### src/rtl/pdsrch_pkg.sv
`timescale 1ns / 1ps
`default_nettype none
// ----------------------------------------------------------------------------
// PLL divider search package
// Shared widths, search limits, register indexes and the divider
// request/response types.
// ----------------------------------------------------------------------------
package pdsrch_pkg;

  localparam int unsigned PREDIV_MAX   = 32;
  localparam int unsigned MULT_MIN     = 6;
  localparam int unsigned MULT_MAX     = 512;
  localparam int unsigned CORE_DIV_MAX = 256;

  localparam int unsigned NUM_W = 36;  // 2*mult*crystal
  localparam int unsigned DEN_W = 29;  // target + 1
  localparam int unsigned Q_W   = 30;  // every quotient fits below 2^30
  localparam int unsigned DIV_STEPS = Q_W / 2;  // radix-4, two bits a cycle

  // configuration register indexes and reset values
  localparam logic        CFG_VCO_MIN   = 1'b0;
  localparam logic        CFG_VCO_MAX   = 1'b1;
  localparam logic [29:0] VCO_MIN_RESET = 30'd275_000_000;
  localparam logic [29:0] VCO_MAX_RESET = 30'd550_000_000;

  typedef struct packed {
    logic             start;
    logic [NUM_W-1:0] num;
    logic [DEN_W-1:0] den;
  } div_req_t;

  typedef struct packed {
    logic           done;
    logic [Q_W-1:0] quo;
  } div_rsp_t;

endpackage
`default_nettype wire

### src/rtl/pll_divider_search.sv
`timescale 1ns / 1ps
`default_nettype none
// ----------------------------------------------------------------------------
// PLL divider search
// Finds pre-divider, multiplier and core divider giving the highest core
// clock not above the target, with the oscillator inside the set window.
// ----------------------------------------------------------------------------
//  channel | handshake            | payload
//  in      | in_valid / in_ready  | crystal_hz, target_hz
//  out     | out_valid / out_ready| found, pre_div, best_mult,
//          |                      | best_core_div, achieved_hz
//  cfg     | cfg_we               | cfg_index, cfg_data
//
// One item at a time. Each of the 32 x 507 divider pairs needs no division
// when outside the window, two divisions when the core divider would exceed
// its limit and three otherwise, all on the shared radix-4 divider (15 digit
// steps per division). The window test is a compare against min*p and
// (max+1)*p, no division. Reset is synchronous; no clearing pass. A held
// result does not block the next item; a finished search waits only if the
// result is still held.
// ----------------------------------------------------------------------------
module pll_divider_search (
  input  wire logic        clk,
  input  wire logic        rst_n,
  input  wire logic        cfg_we,
  input  wire logic        cfg_index,
  input  wire logic [29:0] cfg_data,
  input  wire logic        in_valid,
  output logic             in_ready,
  input  wire logic [24:0] in_crystal_hz,
  input  wire logic [27:0] in_target_hz,
  output logic             out_valid,
  input  wire logic        out_ready,
  output logic             out_found,
  output logic [5:0]       out_pre_div,
  output logic [9:0]       out_best_mult,
  output logic [8:0]       out_best_core_div,
  output logic [27:0]      out_achieved_hz
);

  typedef enum logic [6:0] {
    S_IDLE  = 7'b0000001,
    S_CHECK = 7'b0000010,
    S_DIV1  = 7'b0000100,
    S_DIV2  = 7'b0001000,
    S_DIV3  = 7'b0010000,
    S_NEXT  = 7'b0100000,
    S_FIN   = 7'b1000000
  } state_t;

  state_t      state_r, state_nxt;
  logic [29:0] vmin_r, vmax_r;
  logic [24:0] crystal_r, crystal_nxt;
  logic [27:0] target_r, target_nxt;
  logic [5:0]  p_r, p_nxt;
  logic [9:0]  m_r, m_nxt;
  logic [35:0] num_r, num_nxt, lo_r, lo_nxt, hi_r, hi_nxt;
  logic [29:0] fcco_r, fcco_nxt;
  logic [8:0]  d_r, d_nxt;
  logic [5:0]  bp_r, bp_nxt;
  logic [9:0]  bm_r, bm_nxt;
  logic [8:0]  bd_r, bd_nxt;
  logic [27:0] bf_r, bf_nxt;
  logic        ov_r, ov_nxt;
  logic        of_r;
  logic [5:0]  op_r;
  logic [9:0]  om_r;
  logic [8:0]  od_r;
  logic [27:0] oa_r;
  logic        load_out;

  pdsrch_pkg::div_req_t dreq;
  pdsrch_pkg::div_rsp_t drsp;

  pdsrch_div u_div (.clk(clk), .rst_n(rst_n), .req(dreq), .rsp(drsp));

  always_comb begin
    state_nxt   = state_r;
    crystal_nxt = crystal_r;
    target_nxt  = target_r;
    p_nxt       = p_r;
    m_nxt       = m_r;
    num_nxt     = num_r;
    lo_nxt      = lo_r;
    hi_nxt      = hi_r;
    fcco_nxt    = fcco_r;
    d_nxt       = d_r;
    bp_nxt      = bp_r;
    bm_nxt      = bm_r;
    bd_nxt      = bd_r;
    bf_nxt      = bf_r;
    load_out    = 1'b0;
    dreq.start  = 1'b0;
    dreq.num    = num_r;
    dreq.den    = pdsrch_pkg::DEN_W'(p_r);
    case (state_r)
      S_IDLE: begin
        if (in_valid) begin
          crystal_nxt = in_crystal_hz;
          target_nxt  = in_target_hz;
          p_nxt       = 6'd1;
          m_nxt       = 10'(pdsrch_pkg::MULT_MIN);
          num_nxt     = 36'({in_crystal_hz, 3'b000}) + 36'({in_crystal_hz, 2'b00});
          lo_nxt      = 36'(vmin_r);
          hi_nxt      = 36'(vmax_r) + 36'd1;
          bp_nxt      = '0;
          bm_nxt      = '0;
          bd_nxt      = '0;
          bf_nxt      = '0;
          state_nxt   = S_CHECK;
        end
      end
      S_CHECK: begin
        if (num_r >= lo_r && num_r < hi_r) begin
          dreq.start = 1'b1;
          state_nxt  = S_DIV1;
        end else begin
          state_nxt = S_NEXT;
        end
      end
      S_DIV1: begin
        if (drsp.done) begin
          fcco_nxt   = drsp.quo;
          dreq.start = 1'b1;
          dreq.num   = 36'(drsp.quo);
          dreq.den   = 29'(target_r) + 29'd1;
          state_nxt  = S_DIV2;
        end
      end
      S_DIV2: begin
        if (drsp.done) begin
          // divider above the limit: drop this pair
          if (drsp.quo >= 30'(pdsrch_pkg::CORE_DIV_MAX)) begin
            state_nxt = S_NEXT;
          end else begin
            d_nxt      = 9'(drsp.quo) + 9'd1;
            dreq.start = 1'b1;
            dreq.num   = 36'(fcco_r);
            dreq.den   = 29'(9'(drsp.quo) + 9'd1);
            state_nxt  = S_DIV3;
          end
        end
      end
      S_DIV3: begin
        if (drsp.done) begin
          if (drsp.quo > 30'(bf_r)) begin
            bf_nxt = 28'(drsp.quo);
            bp_nxt = p_r;
            bm_nxt = m_r;
            bd_nxt = d_r;
          end
          state_nxt = S_NEXT;
        end
      end
      S_NEXT: begin
        if (m_r == 10'(pdsrch_pkg::MULT_MAX)) begin
          if (p_r == 6'(pdsrch_pkg::PREDIV_MAX)) begin
            state_nxt = S_FIN;
          end else begin
            p_nxt     = p_r + 6'd1;
            m_nxt     = 10'(pdsrch_pkg::MULT_MIN);
            num_nxt   = 36'({crystal_r, 3'b000}) + 36'({crystal_r, 2'b00});
            lo_nxt    = lo_r + 36'(vmin_r);
            hi_nxt    = hi_r + 36'(vmax_r) + 36'd1;
            state_nxt = S_CHECK;
          end
        end else begin
          m_nxt     = m_r + 10'd1;
          num_nxt   = num_r + 36'({crystal_r, 1'b0});
          state_nxt = S_CHECK;
        end
      end
      S_FIN: begin
        if (!ov_r || out_ready) begin
          load_out  = 1'b1;
          state_nxt = S_IDLE;
        end
      end
      default: state_nxt = S_IDLE;
    endcase
  end

  always_comb begin
    ov_nxt = ov_r;
    if (out_ready) ov_nxt = 1'b0;
    if (load_out)  ov_nxt = 1'b1;
  end

  always_ff @(posedge clk) begin
    if (!rst_n) begin
      state_r <= S_IDLE;
      ov_r    <= 1'b0;
      vmin_r  <= pdsrch_pkg::VCO_MIN_RESET;
      vmax_r  <= pdsrch_pkg::VCO_MAX_RESET;
    end else begin
      state_r <= state_nxt;
      ov_r    <= ov_nxt;
      if (cfg_we) begin
        if (cfg_index == pdsrch_pkg::CFG_VCO_MIN) vmin_r <= cfg_data;
        else                                      vmax_r <= cfg_data;
      end
    end
    crystal_r <= crystal_nxt;
    target_r  <= target_nxt;
    p_r       <= p_nxt;
    m_r       <= m_nxt;
    num_r     <= num_nxt;
    lo_r      <= lo_nxt;
    hi_r      <= hi_nxt;
    fcco_r    <= fcco_nxt;
    d_r       <= d_nxt;
    bp_r      <= bp_nxt;
    bm_r      <= bm_nxt;
    bd_r      <= bd_nxt;
    bf_r      <= bf_nxt;
    if (load_out) begin
      of_r <= bf_r != 28'd0;
      op_r <= bp_r;
      om_r <= bm_r;
      od_r <= bd_r;
      oa_r <= bf_r;
    end
  end

  assign in_ready          = state_r == S_IDLE;
  assign out_valid         = ov_r;
  assign out_found         = of_r;
  assign out_pre_div       = op_r;
  assign out_best_mult     = om_r;
  assign out_best_core_div = od_r;
  assign out_achieved_hz   = oa_r;

endmodule
`default_nettype wire

### src/rtl/pdsrch_div.sv
`timescale 1ns / 1ps
`default_nettype none
// ----------------------------------------------------------------------------
// PLL divider search: serial divider
// Radix-4 restoring divider, two quotient bits per cycle. The quotient must
// fit in Q_W bits, i.e. num < den * 2^Q_W.
// ----------------------------------------------------------------------------
module pdsrch_div (
  input  wire logic                clk,
  input  wire logic                rst_n,
  input  wire pdsrch_pkg::div_req_t req,
  output pdsrch_pkg::div_rsp_t     rsp
);

  logic                         busy_r, busy_nxt;
  logic                         done_r, done_nxt;
  logic [3:0]                   cnt_r, cnt_nxt;
  logic [pdsrch_pkg::DEN_W-1:0] den_r, den_nxt;
  logic [pdsrch_pkg::DEN_W-1:0] rem_r, rem_nxt;
  logic [pdsrch_pkg::Q_W-1:0]   nl_r, nl_nxt;
  logic [pdsrch_pkg::Q_W-1:0]   q_r, q_nxt;

  logic [pdsrch_pkg::DEN_W:0]   t1, t2;
  logic [pdsrch_pkg::DEN_W-1:0] r1, r2;
  logic                         ge1, ge2;

  always_comb begin
    t1  = {rem_r, nl_r[pdsrch_pkg::Q_W-1]};
    ge1 = t1 >= {1'b0, den_r};
    r1  = ge1 ? pdsrch_pkg::DEN_W'(t1 - {1'b0, den_r}) : pdsrch_pkg::DEN_W'(t1);
    t2  = {r1, nl_r[pdsrch_pkg::Q_W-2]};
    ge2 = t2 >= {1'b0, den_r};
    r2  = ge2 ? pdsrch_pkg::DEN_W'(t2 - {1'b0, den_r}) : pdsrch_pkg::DEN_W'(t2);
  end

  always_comb begin
    busy_nxt = busy_r;
    done_nxt = 1'b0;
    cnt_nxt  = cnt_r;
    den_nxt  = den_r;
    rem_nxt  = rem_r;
    nl_nxt   = nl_r;
    q_nxt    = q_r;
    if (req.start) begin
      busy_nxt = 1'b1;
      cnt_nxt  = '0;
      den_nxt  = req.den;
      rem_nxt  = pdsrch_pkg::DEN_W'(req.num[pdsrch_pkg::NUM_W-1:pdsrch_pkg::Q_W]);
      nl_nxt   = req.num[pdsrch_pkg::Q_W-1:0];
      q_nxt    = '0;
    end else if (busy_r) begin
      rem_nxt = r2;
      nl_nxt  = {nl_r[pdsrch_pkg::Q_W-3:0], 2'b00};
      q_nxt   = {q_r[pdsrch_pkg::Q_W-3:0], ge1, ge2};
      cnt_nxt = cnt_r + 4'd1;
      if (cnt_r == 4'(pdsrch_pkg::DIV_STEPS - 1)) begin
        busy_nxt = 1'b0;
        done_nxt = 1'b1;
      end
    end
  end

  always_ff @(posedge clk) begin
    if (!rst_n) begin
      busy_r <= 1'b0;
      done_r <= 1'b0;
      cnt_r  <= '0;
    end else begin
      busy_r <= busy_nxt;
      done_r <= done_nxt;
      cnt_r  <= cnt_nxt;
    end
    den_r <= den_nxt;
    rem_r <= rem_nxt;
    nl_r  <= nl_nxt;
    q_r   <= q_nxt;
  end

  assign rsp.done = done_r;
  assign rsp.quo  = q_r;

endmodule
`default_nettype wire

### config.mk
export PLATFORM = sky130hd
export DESIGN_NAME = pll_divider_search
export DESIGN_NICKNAME = d
export VERILOG_FILES = /design/src/rtl/pdsrch_pkg.sv /design/src/rtl/pll_divider_search.sv /design/src/rtl/pdsrch_div.sv
export SDC_FILE = /design/constraint.sdc
export NUM_CORES = 1
export LEC_CHECK = 0
export BUFFER_PORTS_ARGS = -buffer_cell sky130_fd_sc_hd__buf_2
export CAP_MARGIN = 20
export CORE_MARGIN = 4
export CORE_UTILIZATION = 40
export CTS_CLUSTER_SIZE = 10
export DETAILED_ROUTE_END_ITERATION = 12
export GPL_ROUTABILITY_DRIVEN = 0
export SYNTH_ARGS = -nofsm -noshare
export SYNTH_HDL_FRONTEND = slang
export SYNTH_SLANG_ARGS = --single-unit
### constraint.sdc
create_clock -name clk -period 7.5 [get_ports clk]
set_clock_uncertainty 0.05 [all_clocks]
set_input_delay 0.75 -clock clk [delete_from_list [all_inputs] [get_ports clk]]
set_output_delay 0.75 -clock clk [all_outputs]
set_load 0.05 [all_outputs]
; After elaboration in Yosys (flattened, before gate mapping)
; Cells that the tools add are included.
[op_classes]
mux = 66
bitwise_logic = 4
magnitude_cmp = 6
n_eq_ne = 19
n_addsub = 15
n_reduce_logical = 19
[op_table]
columns = op, count
row1 = 36-bit 2-to-1 mux, 9
row2 = 36-bit case mux with 2 select lines, 3
row3 = 66-bit 2-to-1 mux, 3
row4 = 65-bit case mux with 2 select lines, 1
row5 = 28-bit 2-to-1 mux, 3
row6 = 36-bit by 30-bit adder with 36-bit output, 2
row7 = 30-bit by 29-bit >= comparator with 1-bit output, 2
row8 = 10-bit 2-to-1 mux, 6
row9 = 30-bit 2-to-1 mux, 2
row10 = 6-bit 2-to-1 mux, 10
row11 = 28-bit by 27-bit adder with 29-bit output, 2
row12 = 29-bit 2-to-1 mux, 2
row13 = 29-bit subtractor, 2
row14 = 28-bit case mux with 2 select lines, 1
row15 = 7-bit 2-to-1 mux, 7
row16 = 7-bit case mux with 7 select lines, 1
row17 = 10-bit case mux with 2 select lines, 2
row18 = "36-bit by 1-bit adder with 36-bit output, second input constant", 1
row19 = 36-bit by 26-bit adder with 36-bit output, 1
row20 = 36-bit >= comparator, 1
row21 = 36-bit < comparator, 1
row22 = "30-bit by 1-bit adder with 31-bit output, second input constant", 1
row23 = "30-bit by 9-bit >= comparator with 1-bit output, second input constant", 1
row24 = 30-bit by 28-bit > comparator with 1-bit output, 1
row25 = other kinds (36), 64
[totals]
elab_cells = 159
reg_bits = 515
in_bits = 89
out_inout_bits = 56

; Logic depth before layout (Yosys ltp)
[logic_depth]
word_depth = 6
ltp_mapped = 26

; Hierarchy
; Synthesis repeated with hierarchy kept, for this count alone.
[unflattened]
cells_unflattened = 3419
hier_area_um2 = 33584.7
[modules_own_cells]
columns = module, n_inst, seq_area_each_um2, cells_per_inst, area_per_inst_um2
row1 = pll_divider_search, 1, 11030.6, 2568, 25305.5
row2 = pdsrch_div, 1, 3133.0, 851, 8279.2

; Worst setup path after synthesis
; No wires, ideal clock.
[synth_path]
path_kind = reg2reg
from = register state_r[2]
to = register bd_r[0] (enable)
path_buffers = 0
required_ns = 6.890
stages_incl_launch_ff = 8
arrival_ns = 6.926
period_less_slack_ns = 7.536
slack_ns = -0.036
cell_sequence = dfxtp_1 or3_1 nor3_1 and3b_1 nand2_1 inv_1 o22ai_1 a311oi_1
[synth_via]
elab_chain_cells = 3
[synth_lines]
columns = element, line_no
row1 = "start, declared", pll_divider_search.sv:51  ; state_t state_r, state_nxt;
row2 = "start signal, assigned", pll_divider_search.sv:196  ; state_r <= state_nxt;
row3 = 7-bit by 1-bit == test with 1-bit output *, n/a
row4 = named net in_ready, pll_divider_search.sv:29  ; output logic in_ready,
row5 = 2-bit != test (no line) or 2-bit nonzero test (tied branches), n/a
row6 = 4-bit AND reduction (no line) *, n/a
row7 = "end signal, assigned", pll_divider_search.sv:214  ; bd_r <= bd_nxt;
row8 = "end, declared", pll_divider_search.sv:62  ; logic [8:0] bd_r, bd_nxt;
; The timed path passes the listed nets; every way through them passes the cells marked *.
; A chain may end at the register's enable or synchronous reset.

; Worst setup path after layout
[layout_path]
from = register u_div.nl_r[29] in the netlist's numbering
to = register u_div.rem_r[21] in the netlist's numbering
[layout_via]
elab_chain_cells = 4
[layout_lines]
columns = element, line_no
row1 = "start, declared", pdsrch_div.sv:20  ; logic [pdsrch_pkg::Q_W-1:0] nl_r, nl_nxt;
row2 = "start signal, assigned", pdsrch_div.sv:75  ; nl_r <= nl_nxt;
row3 = 29-bit subtractor or 30-bit by 29-bit >= comparator with 1-bit output (tied branches), "pdsrch_div.sv:30, pdsrch_div.sv:29"
row4 = 29-bit 2-to-1 mux *, pdsrch_div.sv:30  ; r1 = ge1 ? pdsrch_pkg::DEN_W'(t1 - {1'b0, den_r}) : pdsrch_pkg::DEN_W'(t1);
row5 = 29-bit subtractor or 30-bit by 29-bit >= comparator with 1-bit output (tied branches), "pdsrch_div.sv:33, pdsrch_div.sv:32"
row6 = 29-bit 2-to-1 mux *, pdsrch_div.sv:33  ; r2 = ge2 ? pdsrch_pkg::DEN_W'(t2 - {1'b0, den_r}) : pdsrch_pkg::DEN_W'(t2);
row7 = "end signal, assigned", pdsrch_div.sv:74  ; rem_r <= rem_nxt;
row8 = "end, declared", pdsrch_div.sv:19  ; logic [pdsrch_pkg::DEN_W-1:0] rem_r, rem_nxt;
; Every way passes the cells marked *; elsewhere a longest branch is shown, timed or not.

==> metrics <==
Mapped Cells 3453; grt ovf 0; Least-Margin Pin Slew 1.116 ns; Clk pin slew, worst setup/hold paths 0.06 ns; initial antenna violation count 3; Hold Path Class primary input to flip-flop; Seq/Total Area, Yosys 42.82%; num ports 145; Min Clock Period, post-route 6.494 ns; Final ANT Viol Nets 0; leading post-synthesis cells by cell area edfxtp_1, ha_1, dfxtp_1; vias per cell 5.496; Final #Nets 3980; Post-Route M1 WL 41.44 mm; die area 0.08735 mm2; Detailed Routing Iterations Pass 1 5; Wirelength per Cell 18.88 um; most common cell after layout, fill and taps aside edfxtp_1; Setup Buffers After CTS 0; max-slew violations 0; CP required 7.89 ns; WS Path Type flip-flop to flip-flop; area share of the largest cell type after synthesis 35.14%; Highest Clock Rate 0.1540 GHz; Cell Rows 105; max incr delay on CP 0.53 ns; hpwl dp 65.62 mm; TNS Setup 0 ns; slowest CP cell or4_1; CTS root buffer clkbuf_16; P_leak 0.01522 uW; Syn Area/Cell 9.578 um2; highest routed layer met4; Post-Syn Area 0.03307 mm2; power per cell area 278.2 mW/mm2; Yosys top cell by area edfxtp_1; die span in y 295.6 um; worst reg-to-reg path cell count 25; Layout Cells excl Fill 4706; post-synth cell types 81; hold_buf cts 0; met3 wire len 4.715 mm; Synth Flop Type edfxtp_1; most frequent cells in the layout edfxtp_1, nand2_1, a21oi_1, ha_1, nor2_1; RSZ-0062 raised after global routing false; worst skew pair latency 0.64 ns; CTS resizes 0; placed insts 4579; number of fill cells 7922; Initial Utilization 40.34%; WL final 88.83 mm; Num CTS Buffers 67; post-synthesis net count 3852; Setup Viol. Count Final 0; H-tree depth 3; Port Buffers 144; kind of start point of the critical path flip-flop; Max-Cap Viols 0; Hold Crit Depth 1; worst vdd ir 161.5 uV; synth warn 0; CP arrival 6.88 ns; status finished clean; number of synthesized flops with an enable pin 387; Initial DRC Count 1788; Seq cells post-synth 514; Critical Path End Type flip-flop; Clock Sinks 514; GRT Overall Usage 20.04%; pin count of the biggest net entering global routing 101; CTS tree done; fin crit share 86.59%; Core ar. 0.08198 mm2; met2 wire length 40.59 mm; ys async rst share 0%; Syn-to-layout area delta 12.56%; final hold vios 0; via count 25860; max_slew headroom 24.92%; CTS Buffer Depth 3; critical path peak fanout 20; Die Wd 295.6 um; fraction of layout instances using a drive strength above 1 9.354%; number of global-route vias before repair 24980; first-pass GRT wire length 140.0 mm; drt drc 0
-- routing by layer --
layer	vias to the layer above	GRT usage [%]
met4	0	5.733
met2	609	33.17
met5	-	0
li1	12850	-
met1	12280	27.39
met3	124	3.050
-- synthesized netlist by cell type (all sizes together), types with 5 or more instances --
| master | number |
|---|---|
| edfxtp | 387 |
| nand2 | 359 |
| a21oi | 312 |
| ha | 303 |
| nor2 | 289 |
| inv | 214 |
| o21ai | 186 |
| xnor2 | 144 |
| dfxtp | 127 |
| nand3 | 102 |
| xor2 | 96 |
| clkbuf | 92 |
| a21o | 73 |
| a211oi | 59 |
| mux2i | 59 |
| and2 | 58 |
| nor3 | 51 |
| nand4 | 41 |
| and3 | 40 |
| o21a | 34 |
| nand2b | 33 |
| a22o | 30 |
| nor2b | 29 |
| nor4 | 26 |
| o21bai | 26 |
| a31oi | 24 |
| o211ai | 21 |
| o31ai | 21 |
| or3 | 21 |
| buf | 19 |
| mux2 | 18 |
| or2 | 16 |
| and4 | 12 |
| nand3b | 12 |
| a221o | 11 |
| o22ai | 9 |
| a2111oi | 8 |
| a21boi | 7 |
| fa | 7 |
| a221oi | 5 |
| o2111ai | 5 |
| o211a | 5 |
| o221ai | 5 |
| o311ai | 5 |
-- flip-flops by register name, summed over array words and instances (netlist names), 6 cells and up --
signal and flops:
target_r 28, vmax_r 30, vmin_r 30, m_r 10, num_r 35, u_div.den_r 29
bp_r 6, bf_r 28, out_best_mult 10, bm_r 10, state_r 7, out_achieved_hz 28
bd_r 9, d_r 9, hi_r 36, p_r 6, u_div.nl_r 30, lo_r 36
u_div.q_r 30, fcco_r 30, crystal_r 25, out_pre_div 6, u_div.rem_r 29, out_best_core_div 9
-- critical path: cells and delay by family, from the launching register on --
kind	cells	cell delay [ns]
XOR/XNOR	1	0.09
multiplexers	1	0.29
AO/OA/AOI/OAI	9	1.96
flip-flops	1	0.35
buffers and inverters	4	0.57
adder cells (fa/ha/maj)	3	0.93
AND/OR/NAND/NOR	7	2.04
-- where the power goes --
group          leakage [uW]  internal, uW  switching [uW]
Sequential          0.00455          3400             341
Combinational       0.00961          1410            1970
Clock               0.00107          1910            1330
Total                0.0152          6710            3650
-- cell families (layout without fill, tap and decap cells) --
kind of cell               count (synthesis)  after routing  share of synthesized area [%]
AOI/OAI and AO/OA                        887            887                          17.10
xor gates and xnor gates                 240            240                          6.355
adders and majority gates                310            310                          11.89
buffers and inverters                    325            507                          3.836
DFF                                      514            514                          42.82
muxes                                     77             77                          2.398
other                                      0              1                              0
and+or+nand+nor                         1100           1100                          15.60
-- worst paths after layout --
check / startpoint / to / slack, ns
min reg2reg: bm_r[6] / out_best_mult[6] / 0.37
max reg2reg: u_div.nl_r[29] / u_div.rem_r[21] / 1.01
max: u_div.nl_r[29] / u_div.rem_r[21] / 1.01
min: in_target_hz[23] / target_r[23] / 0.27
-- stage by stage --
stage               power [uW]  hold WS [ns]  area (um2)  utilization (%)  setup slack (ns)
detailed placement        7134        0.3545       34940            42.63             1.090
global placement          7102        0.3546       34940            42.63             1.233
global route             10990        0.2446       37230            45.41            0.5549
finish                   10360        0.2730       37230            45.41             1.006
CTS                      10420        0.2364       37170            45.34             1.025
floorplan                 6304        0.3503       33080                -          0.006746
-- layout make-up --
cell class	count	area, um2	area share [%]
inverters	214	805.8	2.164
well taps	1070	1339	3.596
diodes	1	2.502	0.006722
repair buffers	170	960.9	2.581
clock buffers	107	1939	5.209
multi-input cells	2614	17730	47.61
flip-flops and latches	514	14170	38.05
clock inverters	16	289.0	0.7763
Power figures use the tool's default switching activity.
